### config.mk
export PLATFORM = sky130hd
export DESIGN_NAME = isc_rsp_fifo
export DESIGN_NICKNAME = d
export VERILOG_FILES = /design/src/isotope_scatter_accumulate_core_macros.svh /design/src/isc_pkg.sv /design/src/isc_rsp_fifo.sv
export SDC_FILE = /design/constraint.sdc
export NUM_CORES = 1
export LEC_CHECK = 0
export BUFFER_PORTS_ARGS = -buffer_cell sky130_fd_sc_hd__buf_4
export CORE_ASPECT_RATIO = 0.9
export CORE_UTILIZATION = 30
export CTS_CLUSTER_SIZE = 20
export DETAILED_ROUTE_END_ITERATION = 8
export SYNTH_ARGS = -nofsm -noshare
export SYNTH_HDL_FRONTEND = slang
export SYNTH_SLANG_ARGS = --single-unit
### constraint.sdc
create_clock -name clock -period 12.1 [get_ports clock]
set_input_delay 1.815 -clock clock [delete_from_list [all_inputs] [get_ports clock]]
set_output_delay 1.815 -clock clock [all_outputs]
set_load 0.005 [all_outputs]
### src/isotope_scatter_accumulate_core_macros.svh
// Assertion macros used by the scatter-accumulate core.
`ifndef ISOTOPE_SCATTER_ACCUMULATE_CORE_MACROS_SVH
`define ISOTOPE_SCATTER_ACCUMULATE_CORE_MACROS_SVH
`ifndef SYNTH
`define ISC_ASSERT_NOW(label, clk, rst, ante, cons) \
   label: assert property (@(posedge clk) disable iff (rst) (ante) |-> (cons)) \
      else $error("isc: same-cycle check failed");
`define ISC_ASSERT_NEXT(label, clk, rst, ante, cons) \
   label: assert property (@(posedge clk) disable iff (rst) (ante) |=> (cons)) \
      else $error("isc: next-cycle check failed");
`else
`define ISC_ASSERT_NOW(label, clk, rst, ante, cons)
`define ISC_ASSERT_NEXT(label, clk, rst, ante, cons)
`endif
`endif

### src/isc_pkg.sv
`timescale 1ns / 1ps
package isc_pkg;

   localparam int MZ_BINS_DEF = 1024;
   localparam int CHARGES_DEF = 32;

   localparam int INT_W      = 24;
   localparam int WGT_W      = 17;
   localparam int PROD_W     = INT_W + WGT_W;
   localparam int FRAC_BITS  = 16;
   localparam int MZ_W       = 10;
   localparam int CH_W       = 5;
   localparam int ACC_W      = 40;
   localparam int CNT_W      = 16;
   localparam int MZ_LEN_W   = 11;
   localparam int CHG_LEN_W  = 6;
   localparam int CSR_IDX_W  = 2;
   localparam int CSR_DATA_W = 11;

   localparam logic [ACC_W-1:0] ACC_MAX = '1;
   localparam logic [CNT_W-1:0] CNT_MAX = '1;

   localparam logic REQ_CONTRIBUTE = 1'b0;
   localparam logic REQ_READ       = 1'b1;

   localparam logic [CSR_IDX_W-1:0] CSR_MZ_LEN  = 2'd0;
   localparam logic [CSR_IDX_W-1:0] CSR_CHARGES = 2'd1;

   localparam logic [MZ_LEN_W-1:0]  MZ_LEN_RESET  = 11'd1024;
   localparam logic [CHG_LEN_W-1:0] CHARGES_RESET = 6'd32;

   typedef struct packed {
      logic [ACC_W-1:0] sum_value;
      logic [CNT_W-1:0] dropped_count;
      logic [CNT_W-1:0] peaks_done;
   } rsp_item_type;

endpackage

### src/isc_rsp_fifo.sv
`timescale 1ns / 1ps
module isc_rsp_fifo
   import isc_pkg::*;
(
   input  logic         clock,
   input  logic         reset,
   input  logic         push,
   input  rsp_item_type push_data,
   input  logic         pop,
   output logic         valid,
   output rsp_item_type head,
   output logic [1:0]   count
);

   rsp_item_type slot_ff [2];
   logic         wr_ptr_ff, wr_ptr_in;
   logic         rd_ptr_ff, rd_ptr_in;
   logic [1:0]   count_ff, count_in;

   always_comb begin
      wr_ptr_in = push ? ~wr_ptr_ff : wr_ptr_ff;
      rd_ptr_in = pop ? ~rd_ptr_ff : rd_ptr_ff;
      count_in  = count_ff + 2'(push) - 2'(pop);
   end

   always_ff @(posedge clock) begin
      if (reset) begin
         wr_ptr_ff <= 1'b0;
         rd_ptr_ff <= 1'b0;
         count_ff  <= 2'd0;
      end else begin
         wr_ptr_ff <= wr_ptr_in;
         rd_ptr_ff <= rd_ptr_in;
         count_ff  <= count_in;
      end
   end

   always_ff @(posedge clock) begin
      if (push) begin
         slot_ff[wr_ptr_ff] <= push_data;
      end
   end

   assign valid = (count_ff != 2'd0);
   assign head  = slot_ff[rd_ptr_ff];
   assign count = count_ff;

endmodule

==> impl_metrics.tcl, run 1 <==
set metrics [dict create \
    boundaryPins 151 \
    fin_crit_sh_pct 35.0 \
    rsz0062_at_grt "false" \
    total_power_uw 1260 \
    drc 0 \
    synth_compound_area_share_pct 0 \
    postRouteAntennaNets 0 \
    cp-start-kind "register" \
    drt-total-wl_um 10400 \
    drv_slew 0 \
    core.rowCount 47 \
    hold_viol_final 0 \
    cts_tree "yes" \
    max_slew.worst_pin.slew_ps 1030 \
    critPathCaptureType "primary output" \
    yosys.area_share.xor_xnor_pct 0.695 \
    outcome "complete, no violations" \
    worstSkewPairLatency_ps 410 \
    grt_pass1_vias 3051 \
    synth-simple-area-share_pct 0.695 \
    drv_cap 0 \
    worst_clock_skew_ps 4.74 \
    hpwl_um 6620 \
    hold_buffers 0 \
    areaGrowthSynthToFinish_pct 32.2 \
    avgSynthCellArea_um2 23.6 \
    p_leak_uw 0.00299 \
    r2r_setup_slack_ps 10410 \
    r2r-end "slot_ff[1][44]$_DFFE_PP_" \
    root_buffer "clkbuf_16" \
    cts_buffers 17 \
    fin_tns_setup_ps 0 \
    synth_mux_area_share_pct 18.6 \
    fmax_mhz 236 \
    grt-ovfl-total 0 \
    drt_iter0_markers 79 \
    criticalPathCategory "register to primary output" \
    slowest_stage "dfxtp_4" \
    path_delay_family "buffers and inverters" \
    power.density_nw_per_um2 165 \
    min_to "rd_ptr_ff$_SDFFE_PP0P_" \
    crit_buf_inv 2 \
    synth_cells 244 \
    vias_per_cell 4.11 \
    holdPathStages 2 \
    r2r-start "wr_ptr_ff$_SDFFE_PP0P_" \
    finalWeightedCongestion 0.648 \
    dieArea_um2 19800 \
    die_y_um 133 \
    cp.required_ps 10280 \
    synth_top_family_by_area "multiplexers" \
    core_um2 18600 \
    finalSetupViolCount 0 \
    post_cts_buffers 0 \
    clockBufferDepth 2 \
    grt_pass1_wl_um 15900 \
    n_fill_cell 1709 \
    regArea_um2 4430 \
    synthAdderAreaFrac_pct 0.434 \
    multi_input_area_um2 1190 \
    nets 485 \
    hold_path_class "register to register" \
    cts_resized 0 \
    htreeDepth 4 \
    crit_chain "buf_4 -> mux2_4 -> buf_4" \
    synth_cell_types 14 \
    num_vias 2726 \
    syn_area_um2 5760 \
    critPathArrivalTime_ps 2420 \
    grt_use_total_pct 11.0 \
    max_stage_delay_ps 760 \
    initial_core_util_pct 31.0 \
    io_buffers 150 \
    synth_nets 322 \
    drtPass1Iterations 4 \
    fin_crit_ps 4230 \
    clkTransAtPathRegs_ps 60 \
    grt_start_max_net_pins 73 \
    worst_slew_margin_rel_pct 31.6 \
    fp.dieW_um 148 \
    hold_start "rd_ptr_ff$_SDFFE_PP0P_" \
    reg2reg_depth 1 \
    vdd_drop_max_v 0.000102 \
    yosys_warnings 0 \
    n_antenna_cell 0 \
    cpMostUsedCell "buf_4" \
    final_layout_size_suffix_gt1_share_pct 60.6 \
    yosys_register_bits 149 \
    ys_seq_area_share_pct 76.8 \
    clock-sinks 149 \
    crit_fanout 41 \
    antenna_found_initial 0 \
    wl_per_cell_um 15.7 \
]
## cell usage in the layout (no fill, tap or decap), drive strengths merged
| cell type | Yosys | final |
|---|---|---|
| and2 | 1 | 1 |
| buf | 8 | 152 |
| bufinv | 0 | 2 |
| clkbuf | 0 | 20 |
| clkinv | 0 | 7 |
| clkinvlp | 0 | 2 |
| dfxtp | 5 | 5 |
| edfxtp | 144 | 144 |
| ha | 2 | 2 |
| inv | 2 | 2 |
| mux2 | 72 | 72 |
| nor2 | 4 | 4 |
| nor2b | 2 | 2 |
| or2 | 1 | 1 |
| xnor2 | 2 | 2 |
| xnor3 | 1 | 1 |
## routing by layer
layer  up-vias  GRT usage (%)  routed length, um
met5         -              0                  0
met4         0           4.81                125
met3         9           4.38                796
met2        99           18.4               5180
met1      1332           12.2               4300
li1       1286              -                  -
## Yosys cell counts, drive strengths merged
| master | count | area share, % |
|---|---|---|
| or2 | 1 | 0.11 |
| and2 | 1 | 0.11 |
| buf | 8 | 2.6 |
| inv | 2 | 0.13 |
| xnor3 | 1 | 0.39 |
| xnor2 | 2 | 0.30 |
| mux2 | 72 | 19 |
| nor2b | 2 | 0.22 |
| nor2 | 4 | 0.26 |
| dfxtp | 5 | 1.7 |
| edfxtp | 144 | 75 |
| ha | 2 | 0.43 |
## state kept, by name, summed over array words and instances, names as in the netlist, named ones only
signal,count
count,2
rd_ptr_ff,1
slot_ff,144
wr_ptr_ff,1
## worst max-delay path by stage
stage,to,startpoint,cells after the start
floorplan,slot_ff[0][0]$_DFFE_PP_,push,1
global placement,head[47],register,3
detailed placement,head[38],register,3
CTS,head[38],register,3
global route,head[47],register,3
finish,head[47],register,3
## power by group
part / internal, uW / switching [uW] / leakage, uW
clock network: 299 / 189 / 0.000264
logic: 96.6 / 54.9 / 0.00133
registers: 603 / 15.0 / 0.00139
## cells by family (layout without fill, tap and decap cells)
kind of cell	count (synthesis)	after routing
buffers and inverters	10	185
and+or+nand+nor	8	8
adders and majority gates	2	2
muxes	72	72
DFF	149	149
xor gates and xnor gates	3	3
## stage by stage
stage          instance area, um^2  utilization, %  instances  worst slack [ps]  hold slack [ps]
2_1_floorplan                 5760               -        244              6620              480
3_3_place_gp                  7070            38.1        633              8270              497
3_5_place_dp                  7070            38.1        633              8240              500
4_1_cts                       7620            41.0        664              7790              522
5_1_grt                       7620            41.0        664              7710              572
6_report                      7620            41.0        664              7870              520
## cell type report
cell class | count | share of cell area [%]
multi-input combinational | 85 | 15.6
sequential | 149 | 58.1
clock buffer | 20 | 5.73
timing repair buffer | 152 | 15.0
inverter | 2 | 0.0985
tap | 245 | 4.02
clock inverter | 11 | 1.46
## worst min-delay path, cell delays in order, from the launching register on
cell and delay, ps:
dfxtp_1 330, xnor2_1 80, nor2_1 80
Note: power is estimated with default switching activity, not from simulation.
==> run 2: changes to the inputs <==
- clock period: 12.1 -> 3.51 ns (I/O delays scaled with it)
==> run 2 against run 1 <==
Effect of this change: die area stayed put; flip-flop and latch count stayed put; cell count is 0.30% higher; core utilization is 0.34 points higher; hold slack worse by 220 ps; via count hardly changed; clock power grew to 3.7 times the previous value; critical path depth stayed put; setup slack worse by 7000 ps; clock-buffer cell count is 1 lower; non-clock buffer count is 1 higher; critical endpoint is now head[48].
==> impl_metrics.tcl, run 2 (same netlist as run 1, synthesis figures left out) <==
set metrics [dict create \
    clkTransAtPathRegs_ps 60 \
    rsz0062_at_grt "false" \
    clockBufferDepth 2 \
    worstSkewPairLatency_ps 410 \
    core.rowCount 47 \
    crit_chain "buf_12 -> mux2_4 -> buf_4" \
    cts_buffers 17 \
    drv_slew 0 \
    fin_crit_ps 2620 \
    clock-sinks 149 \
    fin_tns_setup_ps 0 \
    cp-start-kind "register" \
    dpl-instance-area_um2 7090 \
    slowest_stage "dfxtp_4" \
    fp.dieW_um 148 \
    largest_reg_flops 144 \
    drc 0 \
    grt_use_total_pct 10.5 \
    post_cts_buffers 0 \
    crit_fanout 41 \
    boundaryPins 151 \
    crit_buf_inv 2 \
    num_vias 2725 \
    initial_core_util_pct 31.0 \
    grt-ovfl-total 0 \
    wl_per_cell_um 15.1 \
    layout_commonest_cell "buf_4" \
    drtPass1Iterations 4 \
    fin_area_um2 7680 \
    root_buffer "clkbuf_16" \
    path_delay_family "flip-flops" \
    grt_start_max_net_pins 73 \
    worst_slew_margin_rel_pct 31.6 \
    htreeDepth 4 \
    max_slew.worst_pin.slew_ps 1030 \
    hpwl_um 6480 \
    fmax_mhz 381 \
    final_layout_size_suffix_gt1_share_pct 61.3 \
    fin_crit_sh_pct 74.7 \
    areaGrowthSynthToFinish_pct 33.3 \
    criticalPathCategory "register to primary output" \
    postRouteAntennaNets 0 \
    die_y_um 133 \
    drv_cap 0 \
    antenna_found_initial 0 \
    io_buffers 150 \
    hold_path_class "input pin to register" \
    grt_pass1_wl_um 15400 \
    power.density_nw_per_um2 580 \
    worst_clock_skew_ps 8.17 \
    critPathCaptureType "primary output" \
    grt_pass1_vias 2930 \
    finalSetupViolCount 0 \
    p_leak_uw 0.00301 \
    vias_per_cell 4.09 \
    drt-total-wl_um 10100 \
    vdd_drop_max_v 0.000312 \
    max_stage_delay_ps 750 \
    core_um2 18600 \
    hold_ws_ps 300 \
    cts_resized 0 \
    cts_tree "yes" \
    finalWeightedCongestion 0.670 \
    outcome "complete, no violations" \
    hold_viol_final 0 \
    drt_iter0_markers 95 \
    top_register "slot_ff" \
    n_antenna_cell 0 \
    critPathArrivalTime_ps 2100 \
    mostFrequentLayoutCells "152 x buf_4, 144 x edfxtp_1, 70 x mux2_4, 17 x clkbuf_16" \
    nets 486 \
    dieArea_um2 19800 \
    hold_buffers 0 \
    cp.required_ps 2980 \
]
run 2: cell types whose count changed in the layout (fill, tap and decap cells not counted), sizes merged:
cell and delta:
clkinvlp +1, clkbuf -1, clkinv -1, bufinv +1, inv +1, buf +1
run 2: per-layer routing:
layer	share of wire, %	GRT usage (%)	up-vias
li1	-	-	1290
met1	44	12.7	1322
met2	47	16.2	100
met5	0	0	-
met4	1.7	4.64	0
met3	7.3	4.55	13
run 2: worst paths after layout:
path | start | endpoint | slack [ps] | cells past startpoint
max | register | head[48] | 890 | 3
min | push_data[45] | slot_ff[1][45]$_DFFE_PP_ | 300 | 1
max reg2reg | wr_ptr_ff$_SDFFE_PP0P_ | slot_ff[1][2]$_DFFE_PP_ | 1800 | 1
min reg2reg | rd_ptr_ff$_SDFFE_PP0P_ | rd_ptr_ff$_SDFFE_PP0P_ | 520 | 2
run 2: area by class of cell:
type / instances / area (um^2)
clock buffer: 19 / 433
clock inverter: 13 / 158
fill: 1692 / 10900
inverter: 2 / 7.51
multi-input combinational: 85 / 1190
sequential: 149 / 4430
tap: 245 / 307
timing repair buffer: 153 / 1160
run 2: report_power, final:
part	leakage (uW)	switching [uW]	internal, uW
combinational	0.00134	189	336
sequential	0.00139	49.0	2080
clock	0.000281	690	1120
run 2: metrics by stage:
step                      total power [uW]  instances  utilization [%]  worst slack [ps]
after floorplan                       2450        244                -               664
after global placement                2690        634             38.2              1320
after detailed placement              2700        634             38.2              1310
after CTS                             4520        666             41.3               854
after global routing                  4640        666             41.3               786
final                                 4460        666             41.3               888
